==> src/rtl/core/ccsg_pkg.sv <==
// Shared constants, types and control structures of the color chain singlet grouper.
`default_nettype none

package ccsg_pkg;

	localparam int TAG_W = 16;
	localparam int POS_W = 6;
	localparam int DEF_MAX_ITEMS = 64;
	localparam int DEF_TAG_BITS = 16;

	typedef enum logic [1:0] {
		KIND_NONE,
		KIND_TRIPLET,
		KIND_ANTI,
		KIND_OCTET
	} kind_t;

	typedef enum logic [2:0] {
		ST_IDLE,
		ST_EVAL,
		ST_START,
		ST_CLOSE_RD,
		ST_CLOSE_OUT,
		ST_FLUSH,
		ST_FLUSH_RD,
		ST_FLUSH_OUT
	} ctrl_st_t;

	typedef struct packed {
		logic latch;
		logic link;
		logic start;
		logic rd;
		logic emit;
		logic run_end;
		logic set_clear;
	} cmd_t;

	typedef struct packed {
		logic active;
		logic has_chain;
		logic join_ok;
		logic start_ok;
		logic set_end;
		logic drain_last;
		logic out_free;
	} sts_t;

endpackage

`default_nettype wire

==> src/rtl/core/ccsg_item_if.sv <==
// Input channel interface carrying one item per beat.
`default_nettype none

interface ccsg_item_if;
	logic valid;
	logic ready;
	logic [ccsg_pkg::TAG_W-1:0] color_tag;
	logic [ccsg_pkg::TAG_W-1:0] anticolor_tag;
	logic set_end;

	modport source(output valid, output color_tag, output anticolor_tag, output set_end,
		input ready);
	modport sink(input valid, input color_tag, input anticolor_tag, input set_end,
		output ready);
endinterface

`default_nettype wire

==> src/rtl/core/ccsg_result_if.sv <==
// Output channel interface carrying one grouped item per beat.
`default_nettype none

interface ccsg_result_if;
	logic valid;
	logic ready;
	logic [ccsg_pkg::POS_W-1:0] item_position;
	logic chain_end;
	logic run_end;

	modport source(output valid, output item_position, output chain_end, output run_end,
		input ready);
	modport sink(input valid, input item_position, input chain_end, input run_end,
		output ready);
endinterface

`default_nettype wire

==> src/rtl/core/color_chain_singlet_grouper.sv <==
// Top level of the color chain singlet grouper.
// An item that joins the open chain or is dropped is accepted in the idle state and then
// tested against the open chain ends in the evaluate state. Trying an item as the start of
// a new chain adds the start state. Every result takes a read of the chain memory and then a
// load of the output register, so an item that closes a chain of n items first drains n
// results, and a set end adds the flush state plus a read and a load per item of the chain
// it flushes. A result that waits at the output stalls draining, not the acceptance of the
// next item once the run is complete. The chain memory needs no clearing after reset.
`default_nettype none

module color_chain_singlet_grouper #(
	parameter int MAX_ITEMS = ccsg_pkg::DEF_MAX_ITEMS,
	parameter int TAG_BITS = ccsg_pkg::DEF_TAG_BITS
) (
	input wire logic     clk,
	input wire logic     arst_n,
	ccsg_item_if.sink    item,
	ccsg_result_if.source result
);

	ccsg_pkg::cmd_t cmd;
	ccsg_pkg::sts_t sts;

	ccsg_ctrl u_ctrl (
		.clk        (clk),
		.arst_n     (arst_n),
		.item_valid (item.valid),
		.item_ready (item.ready),
		.sts        (sts),
		.cmd        (cmd)
	);

	ccsg_datapath #(
		.MAX_ITEMS (MAX_ITEMS),
		.TAG_BITS  (TAG_BITS)
	) u_datapath (
		.clk           (clk),
		.arst_n        (arst_n),
		.color_tag     (item.color_tag),
		.anticolor_tag (item.anticolor_tag),
		.set_end       (item.set_end),
		.cmd           (cmd),
		.sts           (sts),
		.res_ready     (result.ready),
		.res_valid     (result.valid),
		.res_position  (result.item_position),
		.res_chain_end (result.chain_end),
		.res_run_end   (result.run_end)
	);

endmodule

`default_nettype wire

==> src/rtl/core/ccsg_datapath.sv <==
// Datapath: item registers, open chain ends, chain deque memory and result register.
`default_nettype none

module ccsg_datapath #(
	parameter int MAX_ITEMS = ccsg_pkg::DEF_MAX_ITEMS,
	parameter int TAG_BITS = ccsg_pkg::DEF_TAG_BITS
) (
	input  wire logic                           clk,
	input  wire logic                           arst_n,
	input  wire logic [ccsg_pkg::TAG_W-1:0]     color_tag,
	input  wire logic [ccsg_pkg::TAG_W-1:0]     anticolor_tag,
	input  wire logic                           set_end,
	input  wire ccsg_pkg::cmd_t                 cmd,
	output ccsg_pkg::sts_t                      sts,
	input  wire logic                           res_ready,
	output logic                                res_valid,
	output logic [ccsg_pkg::POS_W-1:0]          res_position,
	output logic                                res_chain_end,
	output logic                                res_run_end
);

	localparam int IDX_W = $clog2(MAX_ITEMS);
	localparam int LEN_W = $clog2(MAX_ITEMS + 1);
	localparam int SUM_W = IDX_W + 1;
	localparam int CMP_W = (TAG_BITS < ccsg_pkg::TAG_W) ? TAG_BITS : ccsg_pkg::TAG_W;
	localparam logic [IDX_W-1:0] LAST_IDX = IDX_W'(MAX_ITEMS - 1);
	localparam logic [LEN_W-1:0] FULL_LEN = LEN_W'(MAX_ITEMS);
	localparam logic [SUM_W-1:0] SUM_MAX = SUM_W'(MAX_ITEMS);

	logic [CMP_W-1:0] color_q;
	logic [CMP_W-1:0] anti_q;
	logic             set_end_q;
	logic [CMP_W-1:0] open_color_q;
	logic [CMP_W-1:0] open_anti_q;
	ccsg_pkg::kind_t  kind_q;
	logic             stopped_q;
	logic [IDX_W-1:0] count_q;
	logic [IDX_W-1:0] front_q;
	logic [LEN_W-1:0] len_q;
	logic [IDX_W-1:0] drain_q;
	logic [IDX_W-1:0] chain_mem [MAX_ITEMS];
	logic [IDX_W-1:0] rd_data_q;
	logic             res_valid_q;
	logic [ccsg_pkg::POS_W-1:0] res_position_q;
	logic             res_chain_end_q;
	logic             res_run_end_q;

	logic             oc_nz;
	logic             oa_nz;
	logic             hit_front;
	logic             hit_back;
	logic             join_front;
	logic             join_back;
	logic             start_ok;
	ccsg_pkg::kind_t  start_kind;
	logic [SUM_W-1:0] back_sum;
	logic [IDX_W-1:0] back_idx;
	logic [SUM_W-1:0] drain_sum;
	logic [IDX_W-1:0] drain_idx;
	logic [IDX_W-1:0] front_dec;
	logic             can_push;
	logic             drain_last;
	logic             counted;
	logic             wr_en;
	logic [IDX_W-1:0] wr_addr;

	always_comb begin
		oc_nz = |open_color_q;
		oa_nz = |open_anti_q;
		hit_front = (color_q == open_anti_q);
		hit_back = (anti_q == open_color_q);
		join_front = 1'b0;
		join_back = 1'b0;
		case (kind_q)
			ccsg_pkg::KIND_TRIPLET: join_back = oc_nz && !oa_nz && hit_back;
			ccsg_pkg::KIND_ANTI: join_front = !oc_nz && oa_nz && hit_front;
			ccsg_pkg::KIND_OCTET: begin
				join_front = oc_nz && oa_nz && hit_front;
				join_back = oc_nz && oa_nz && !hit_front && hit_back;
			end
			default: begin
				join_front = 1'b0;
				join_back = 1'b0;
			end
		endcase

		start_ok = (|color_q) || (|anti_q);
		if ((|color_q) && !(|anti_q)) begin
			start_kind = ccsg_pkg::KIND_TRIPLET;
		end else if (!(|color_q) && (|anti_q)) begin
			start_kind = ccsg_pkg::KIND_ANTI;
		end else begin
			start_kind = ccsg_pkg::KIND_OCTET;
		end

		back_sum = SUM_W'(front_q) + SUM_W'(len_q);
		back_idx = (back_sum >= SUM_MAX) ? IDX_W'(back_sum - SUM_MAX) : IDX_W'(back_sum);
		drain_sum = SUM_W'(front_q) + SUM_W'(drain_q);
		drain_idx = (drain_sum >= SUM_MAX) ? IDX_W'(drain_sum - SUM_MAX) : IDX_W'(drain_sum);
		front_dec = (front_q == '0) ? LAST_IDX : front_q - IDX_W'(1);
		can_push = (len_q != FULL_LEN);
		drain_last = ((SUM_W'(drain_q) + SUM_W'(1)) == SUM_W'(len_q));
		counted = cmd.link || (cmd.start && start_ok);

		wr_en = (cmd.link && can_push) || (cmd.start && start_ok);
		if (cmd.start) begin
			wr_addr = '0;
		end else if (join_front) begin
			wr_addr = front_dec;
		end else begin
			wr_addr = back_idx;
		end
	end

	always_comb begin
		sts.active = !stopped_q;
		sts.has_chain = (kind_q != ccsg_pkg::KIND_NONE);
		sts.join_ok = join_front || join_back;
		sts.start_ok = start_ok;
		sts.set_end = set_end_q;
		sts.drain_last = drain_last;
		sts.out_free = !res_valid_q || res_ready;
	end

	always_ff @(posedge clk) begin
		if (cmd.latch) begin
			color_q <= color_tag[CMP_W-1:0];
			anti_q <= anticolor_tag[CMP_W-1:0];
			set_end_q <= set_end;
		end
		if (wr_en) begin
			chain_mem[wr_addr] <= count_q;
		end
		if (cmd.rd) begin
			rd_data_q <= chain_mem[drain_idx];
		end
		if (cmd.emit) begin
			res_position_q <= ccsg_pkg::POS_W'(rd_data_q);
			res_chain_end_q <= drain_last;
			res_run_end_q <= cmd.run_end;
		end
	end

	always_ff @(posedge clk or negedge arst_n) begin
		if (!arst_n) begin
			open_color_q <= '0;
			open_anti_q <= '0;
			kind_q <= ccsg_pkg::KIND_NONE;
			stopped_q <= 1'b0;
			count_q <= '0;
			front_q <= '0;
			len_q <= '0;
			drain_q <= '0;
			res_valid_q <= 1'b0;
		end else begin
			if (cmd.link) begin
				if (join_front) begin
					open_anti_q <= anti_q;
					if (can_push) begin
						front_q <= front_dec;
					end
				end else begin
					open_color_q <= color_q;
				end
				if (can_push) begin
					len_q <= len_q + LEN_W'(1);
				end
			end
			if (cmd.start) begin
				if (start_ok) begin
					kind_q <= start_kind;
					open_color_q <= color_q;
					open_anti_q <= anti_q;
					front_q <= '0;
					len_q <= LEN_W'(1);
				end else begin
					stopped_q <= 1'b1;
				end
			end
			if (counted) begin
				if (count_q == LAST_IDX) begin
					stopped_q <= 1'b1;
				end else begin
					count_q <= count_q + IDX_W'(1);
				end
			end
			if (cmd.emit) begin
				if (drain_last) begin
					kind_q <= ccsg_pkg::KIND_NONE;
					open_color_q <= '0;
					open_anti_q <= '0;
					front_q <= '0;
					len_q <= '0;
					drain_q <= '0;
				end else begin
					drain_q <= drain_q + IDX_W'(1);
				end
			end
			if (cmd.set_clear) begin
				stopped_q <= 1'b0;
				count_q <= '0;
			end
			if (cmd.emit) begin
				res_valid_q <= 1'b1;
			end else if (res_ready) begin
				res_valid_q <= 1'b0;
			end
		end
	end

	assign res_valid = res_valid_q;
	assign res_position = res_position_q;
	assign res_chain_end = res_chain_end_q;
	assign res_run_end = res_run_end_q;

endmodule

`default_nettype wire

==> src/rtl/core/ccsg_ctrl.sv <==
// Controller state machine sequencing evaluation, chain start and chain draining.
`default_nettype none

module ccsg_ctrl (
	input  wire logic            clk,
	input  wire logic            arst_n,
	input  wire logic            item_valid,
	output logic                 item_ready,
	input  wire ccsg_pkg::sts_t  sts,
	output ccsg_pkg::cmd_t       cmd
);

	ccsg_pkg::ctrl_st_t state_q;
	ccsg_pkg::ctrl_st_t state_nxt;

	always_ff @(posedge clk or negedge arst_n) begin
		if (!arst_n) begin
			state_q <= ccsg_pkg::ST_IDLE;
		end else begin
			state_q <= state_nxt;
		end
	end

	always_comb begin
		state_nxt = state_q;
		case (state_q)
			ccsg_pkg::ST_IDLE: begin
				if (item_valid) begin
					state_nxt = ccsg_pkg::ST_EVAL;
				end
			end
			ccsg_pkg::ST_EVAL: begin
				if (!sts.active || (sts.has_chain && sts.join_ok)) begin
					state_nxt = sts.set_end ? ccsg_pkg::ST_FLUSH : ccsg_pkg::ST_IDLE;
				end else if (sts.has_chain) begin
					state_nxt = ccsg_pkg::ST_CLOSE_RD;
				end else begin
					state_nxt = ccsg_pkg::ST_START;
				end
			end
			ccsg_pkg::ST_START: begin
				state_nxt = sts.set_end ? ccsg_pkg::ST_FLUSH : ccsg_pkg::ST_IDLE;
			end
			ccsg_pkg::ST_CLOSE_RD: state_nxt = ccsg_pkg::ST_CLOSE_OUT;
			ccsg_pkg::ST_CLOSE_OUT: begin
				if (sts.out_free) begin
					state_nxt = sts.drain_last ? ccsg_pkg::ST_START : ccsg_pkg::ST_CLOSE_RD;
				end
			end
			ccsg_pkg::ST_FLUSH: begin
				state_nxt = sts.has_chain ? ccsg_pkg::ST_FLUSH_RD : ccsg_pkg::ST_IDLE;
			end
			ccsg_pkg::ST_FLUSH_RD: state_nxt = ccsg_pkg::ST_FLUSH_OUT;
			ccsg_pkg::ST_FLUSH_OUT: begin
				if (sts.out_free) begin
					state_nxt = sts.drain_last ? ccsg_pkg::ST_IDLE : ccsg_pkg::ST_FLUSH_RD;
				end
			end
			default: state_nxt = ccsg_pkg::ST_IDLE;
		endcase
	end

	always_comb begin
		cmd = '0;
		item_ready = 1'b0;
		case (state_q)
			ccsg_pkg::ST_IDLE: begin
				item_ready = 1'b1;
				cmd.latch = item_valid;
			end
			ccsg_pkg::ST_EVAL: cmd.link = sts.active && sts.has_chain && sts.join_ok;
			ccsg_pkg::ST_START: cmd.start = 1'b1;
			ccsg_pkg::ST_CLOSE_RD: cmd.rd = 1'b1;
			ccsg_pkg::ST_CLOSE_OUT: begin
				cmd.emit = sts.out_free;
				cmd.run_end = sts.drain_last && !(sts.set_end && sts.start_ok);
			end
			ccsg_pkg::ST_FLUSH: cmd.set_clear = !sts.has_chain;
			ccsg_pkg::ST_FLUSH_RD: cmd.rd = 1'b1;
			ccsg_pkg::ST_FLUSH_OUT: begin
				cmd.emit = sts.out_free;
				cmd.run_end = sts.drain_last;
				cmd.set_clear = sts.out_free && sts.drain_last;
			end
			default: cmd = '0;
		endcase
	end

endmodule

`default_nettype wire

==> src/flat_wrapper.sv <==
// flat-port wrapper written by rule: the top's interface ports become plain ports
module color_chain_singlet_grouper_flat 
#(
	parameter int MAX_ITEMS = ccsg_pkg::DEF_MAX_ITEMS,
	parameter int TAG_BITS = ccsg_pkg::DEF_TAG_BITS
)
  (clk, arst_n, item_valid, item_color_tag, item_anticolor_tag, item_set_end, item_ready, result_valid, result_item_position, result_chain_end, result_run_end, result_ready);
  ccsg_item_if item_i ();
  ccsg_result_if result_i ();
  input wire logic clk;
  input wire logic arst_n;
  input wire logic [$bits(item_i.valid)-1:0] item_valid;
  input wire logic [$bits(item_i.color_tag)-1:0] item_color_tag;
  input wire logic [$bits(item_i.anticolor_tag)-1:0] item_anticolor_tag;
  input wire logic [$bits(item_i.set_end)-1:0] item_set_end;
  output wire logic [$bits(item_i.ready)-1:0] item_ready;
  output wire logic [$bits(result_i.valid)-1:0] result_valid;
  output wire logic [$bits(result_i.item_position)-1:0] result_item_position;
  output wire logic [$bits(result_i.chain_end)-1:0] result_chain_end;
  output wire logic [$bits(result_i.run_end)-1:0] result_run_end;
  input wire logic [$bits(result_i.ready)-1:0] result_ready;
  assign item_i.valid = item_valid;
  assign item_i.color_tag = item_color_tag;
  assign item_i.anticolor_tag = item_anticolor_tag;
  assign item_i.set_end = item_set_end;
  assign item_ready = item_i.ready;
  assign result_valid = result_i.valid;
  assign result_item_position = result_i.item_position;
  assign result_chain_end = result_i.chain_end;
  assign result_run_end = result_i.run_end;
  assign result_i.ready = result_ready;
  color_chain_singlet_grouper #(.MAX_ITEMS(MAX_ITEMS), .TAG_BITS(TAG_BITS)) u_core (.clk(clk), .arst_n(arst_n), .item(item_i), .result(result_i));
endmodule
==> config.mk <==
export PLATFORM = sky130hd
export DESIGN_NAME = color_chain_singlet_grouper_flat
export DESIGN_NICKNAME = d
export VERILOG_FILES = /design/src/rtl/core/ccsg_pkg.sv /design/src/rtl/core/ccsg_item_if.sv /design/src/rtl/core/ccsg_result_if.sv /design/src/rtl/core/color_chain_singlet_grouper.sv /design/src/rtl/core/ccsg_datapath.sv /design/src/rtl/core/ccsg_ctrl.sv /design/src/flat_wrapper.sv
export SDC_FILE = /design/constraint.sdc
export NUM_CORES = 1
export LEC_CHECK = 0
export BUFFER_PORTS_ARGS = -buffer_cell sky130_fd_sc_hd__clkbuf_2
export CORE_ASPECT_RATIO = 1.75
export CORE_UTILIZATION = 44
export CTS_CLUSTER_DIAMETER = 100
export DETAILED_ROUTE_END_ITERATION = 8
export HOLD_SLACK_MARGIN = 0.12
export SLEW_MARGIN = 10
export SYNTH_ARGS = -nofsm -noshare
export SYNTH_HDL_FRONTEND = slang
export SYNTH_HIERARCHICAL = 1
export SYNTH_SLANG_ARGS = --single-unit
==> constraint.sdc <==
create_clock -name clk -period 4.7 [get_ports clk]
set_input_delay 0.94 -clock clk [delete_from_list [all_inputs] [get_ports clk]]
set_output_delay 0.94 -clock clk [all_outputs]
set_load 0.02 [all_outputs]
Word level (Yosys, flattened, before mapping). Memory sizes are Yosys's and may differ from the RTL's. A register that Yosys moved wholly into a read port is not among the register bits. Cells that the tools add are included. Widths: inputs -> output; s select.

Bits in registers: 105. Bits in latches: 0. Bits in writable memories: 384. ROM bits: 0. Bits of input ports: 37. Output and inout bits: 10. Word-level logic and storage cells: 160. Memories kept: 1.

Memory list: u_core.u_datapath.chain_mem (words 64, width 6, read ports 1, clocked after Yosys merged registers in 1, write ports 1, RTL line ccsg_datapath.sv:41) `logic [IDX_W-1:0] chain_mem [MAX_ITEMS];`.

$add $sub $neg: 9. Multipliers: 0. Divide/modulo/power cells: 0. Magnitude comparators: 2. Equal/unequal tests: 19. Shift-type cells: 0. Mux-type cells: 68. Bitwise operators: 0. Reductions and logical operators: 45.

Operators by type and width (count): $mux 16 (12); $mux 6 (16); $reduce_or 16->1 (4); $mux 7 (6); $eq 16x16->1 (2); $pmux 3 s8 (1); $mux 3 (7); $logic_and 1x1->1 (18); $sub 6x1->6 const B (3); $mux 1 (17); $ge 7x7->1 const B (2); $add 6x1->6 const B (2); $eq 3x3->1 const B (4); $mux 2 (5); $logic_not 1->1 (9); $add 6x1->7 const B (1); $add 6x6->7 (1); $add 6x7->7 (1); $add 7x1->7 const B (1); $eq 7x7->1 (1); $ne 7x7->1 const B (1); $eq 3x2->1 const B (2); $eq 6x6->1 const B (1); $logic_not 6->1 (1); 13 further kinds (25).

Logic depth before layout (Yosys ltp).
Depth in word-level cells: 13. Gate-level depth with buffers: 12. Gate-level depth less buffers: 12.

Modules after synthesis. Netlist, hierarchy kept.

By module, submodules not included: ccsg_datapath (times used 1, cells each 1135, area each 20628.5 µm², seq. area each 14468.9 µm²); ccsg_ctrl (times used 1, cells each 51, area each 366.6 µm², seq. area each 75.1 µm²).

Least setup slack after synthesis. OpenSTA, ideal clock, no wires.

Kind: flip-flop to flip-flop. Start: register u_core.u_datapath.color_q[5]. End: memory u_core/u_datapath/chain_mem[2][0] (netlist bit), enable pin. Library setup time: 350 ps. Arrival: 3548 ps. Required time: 4350 ps. Setup slack: 802 ps. Stages on the path, launching flop included: 13. Path buffers: 1. Clock period less this slack: 3898 ps. Path through: edfxtp_1 > xor2_1 > or4_4 > or4_4 > nor2_1 > nand2_1 > o31ai_1 > and4_1 > clkbuf_1 > nand2b_1 > nand3_1 > nand4_2 > nor2_1.

RTL lines: from (decl) (RTL line ccsg_datapath.sv:30) `logic [CMP_W-1:0] color_q;`; from (signal assigned) (RTL line ccsg_datapath.sv:127) `color_q <= color_tag[CMP_W-1:0];`; to (decl) (RTL line ccsg_datapath.sv:41).

==> run_results.csv <==
group,metric,value,unit
run_status,outcome,"finished, final reports clean",
pwr,p_int,9.471,mW
routing,dr.pass1.iters,5,
clocking,root_buffer,"clkbuf_16",
worst_hold_path,hold-path-cell-count,0,
finish,fin_cells,1904,
synth,yosysWarnings,6,
routing,postRouteAntennaNets,0,
pwr,clkPwrFrac,25.5,%
placement,gp_congestion,0.8773,
pwr,total_power,13.95,mW
finish,final_area,23670,sq um
timing,relSlewSlack,21.44,%
critical_path,slowest_delay,0.66,ns
timing,tightest_slew,1.173,ns
routing,wl_per_cell,25.74,microns
critical_path,reg2reg_from,"u_core/u_datapath/color_q[5]",
clocking,clkTransAtPathRegs,0.07,ns
synth,yosys-top-cells-area,"edfxtp_1 62%, mux4_2 13%, dfrtp_1 7.6%",
placement,post-place-cells,1824,
synth,synth_edf_count,431,
synth,async_reset_ff_share,12.93,%
timing,fin_ws,0.1327,ns
clocking,cts-resized-gates,0,
global_route,grt_pass1_vias,11450,
timing,rsz0062_at_grt,"true",
synth,synth_cell_types,66,
worst_hold_path,worstHoldStart,"u_core/u_datapath/rd_data_q[4]",
critical_path,reg2reg_depth,12,
clocking,htree_num_levels,2,
critical_path,worstSetupEndpointType,"register",
die,start_util,44.64,%
pwr,p_leak,8.050,nW
critical_path,critPathKind,"register to register",
critical_path,arrival,4.79,ns
flow_run,cap_viol_max_count,0,
pwr,power_per_cell_area,589.3,nW/um^2
global_route,overflow,0,
routing,drt_iter0_markers,520,
synth,yosysSeqAreaShare,69.27,%
finish,n_antenna_cell,0,
routing,vias,10790,
pwr,p_seq_share,46.8,%
finish,area_growth,12.75,%
pwr,sw_frac_of_total,32.10,%
synth,synthCells,1186,
finish,drive_gt1_share,26.44,%
synth,synth_flop_cell,"edfxtp_1",
die,die-area,48630,sq um
clocking,cts_tree,"done",
synth,syn_area,21000,sq um
die,die_width,167.1,microns
clocking,clockBufferDepth,3,
synth,ys_seq_elements,495,
finish,multi_input_area,6256,sq um
synth,synth_top_area_share,61.64,%
routing,drc,0,
timing,whs,0.4212,ns
die,ios,47,
clocking,hold_buffers,0,
global_route,antenna_found_initial,0,
finish,final_nets,1337,
placement,port_buffers,46,
clocking,cts_buffers,44,
critical_path,critical_path.cell_chain,"xor2_1 -> or4_4 -> or4_4 -> nor2_1 -> nand2_1 -> o31ai_1 -> and4_1 -> inv_1 -> nor2_1 -> o2111ai_1 -> nand3b_2 -> nor2_2",
critical_path,startpoint_type,"register",
routing,viasPerCell,5.668,
timing,hold_violations,0,
pwr,switchingPower,4.479,mW
timing,layout_min_cycle_time,4.567,ns
synth,synthesis.nets,1241,
global_route,grt_max_degree,69,
critical_path,cp_data_required_time,4.92,ns
finish,nFillCells,3833,
critical_path,cpMaxStageDelayCell,"nand3b_2",
die,die_h,291.0,microns
timing,finalSetupViolCount,0,
synth,syn_avg_cell_area,17.70,sq um
synth,yosysTopAreaCell,"edfxtp_1",
critical_path,crit_path_max_fanout,8,
pwr,irDropWorstVdd,0.5566,mV
timing,slew_violations,0,
global_route,grt_pass1_wl,73120,microns
worst_hold_path,holdPathEnd,"u_core/u_datapath/res_position[4]",
clocking,clock-sinks,495,
synth,synth.most_common_cell,"edfxtp_1",
clocking,cts_setup_buffers,0,
finish,seqCellArea,14560,sq um
timing,skew,0.01332,ns
placement,placedInstanceArea,22210,sq um
critical_path,r2r-end,"u_core/u_datapath/chain_mem[29][3]",
routing,drt-total-wl,49010,microns
synth,synth_commonest_cells,"431 x edfxtp_1, 134 x nor2_1, 120 x mux4_2",
timing,fmax,0.2189,GHz
critical_path,regToRegSetupSlack,0.13,ns
global_route,grtUsageTotal,20.73,%
placement,dp_hpwl,33730,microns
timing,post-route-period-util,97.18,%
die,floorplan.rows,105,
die,core_area,47030,sq um
pwr,p_comb_share,27.7,%
clocking,clock_latency,0.55,ns
placement,dp_slack,0.07292,ns
worst_hold_path,hp-class,"register to register",
==> power groups by stage <==
| stage | clock network, mW | logic, mW | registers, mW |
|---|---|---|---|
| finish | 3.56 | 3.86 | 6.53 |
| global route | 3.80 | 4.12 | 6.62 |
| CTS | 3.65 | 3.93 | 6.55 |
| detailed placement | 0 | 3.92 | 6.65 |
| global placement | 0 | 3.89 | 6.64 |
| floorplan | 0 | 2.75 | 6.28 |
==> final cells by class <==
type                       count  area share (%)
sequential                   495           61.53
multi-input combinational    626           26.43
clock buffer                  52           4.910
inverter                      19          0.3013
tap                          588           3.108
timing repair buffer          96           2.611
clock inverter                28           1.115
==> sequential cells by signal (all words and copies together), names as in the netlist, 2 cells and up <==
register	count
u_core/u_datapath/rd_data_q	6
u_core/u_datapath/chain_mem	384
u_core/u_datapath/len_q	7
u_core/u_datapath/res_position	6
u_core/u_datapath/open_anti_q	16
u_core/u_datapath/anti_q	16
u_core/u_ctrl/state_q	3
u_core/u_datapath/count_q	6
u_core/u_datapath/open_color_q	16
u_core/u_datapath/front_q	6
u_core/u_datapath/kind_q	2
u_core/u_datapath/color_q	16
u_core/u_datapath/drain_q	6
==> metrics by stage <==
step,TNS (ns),utilization (%)
floorplan,0,-
global placement,0,47.21
detailed placement,0,47.21
CTS,0,50.24
global route,-11.19,50.33
finish,0,50.33
==> cell families after synthesis <==
logic type	after synthesis	share of synthesized area, %
multiplexers	173	15.48
flip-flops	495	69.27
adder cells (fa/ha/maj)	18	1.144
buffers and inverters	65	1.335
AO/OA/AOI/OAI	86	2.932
AND/OR/NAND/NOR	282	6.973
XOR/XNOR	67	2.861
==> layer usage <==
layer	vias to the layer above	GRT usage [%]	part of all wire, %	wire length [microns]
met5	-	0	0	0
li1	4899	-	-	-
met2	263	40.85	58	28440
met1	5533	21.78	34	16740
met3	96	2.107	3.4	1656
met4	0	9.214	4.4	2174
==> worst max-delay path, delay by kind of cell (launching register included) <==
family | cells | cell delay (ns)
compound gates | 2 | 0.63
xor+xnor | 1 | 0.21
buf+inv | 1 | 0.06
simple gates | 8 | 2.92
flops | 1 | 0.42
==> worst max-delay path by stage <==
stage                                             from                                  to  cells after the start
after CTS                 u_core/u_datapath/color_q[5]  u_core/u_datapath/chain_mem[31][1]                     12
final                     u_core/u_datapath/color_q[5]  u_core/u_datapath/chain_mem[29][3]                     12
after floorplan           u_core/u_datapath/color_q[5]   u_core/u_datapath/chain_mem[2][0]                     12
after global routing      u_core/u_datapath/color_q[5]  u_core/u_datapath/chain_mem[61][5]                     12
after global placement    u_core/u_datapath/color_q[5]  u_core/u_datapath/chain_mem[55][2]                     12
after detailed placement  u_core/u_datapath/color_q[5]  u_core/u_datapath/chain_mem[29][3]                     12
==> cells in the final DEF (no fill, tap or decap), types with 19 or more instances in the layout <==
cell type	netlist	layout
a21oi_1	22	22
buf_4	5	49
clkbuf_16	0	45
clkbuf_2	0	45
dfrtp_1	64	58
edfxtp_1	431	431
inv_1	19	19
mux2i_1	47	47
mux4_2	120	120
nand2_1	32	32
nor2_1	134	117
nor4_1	21	21
xnor2_1	43	40
xor2_1	23	23
Note: power is estimated with default switching activity, not from simulation.
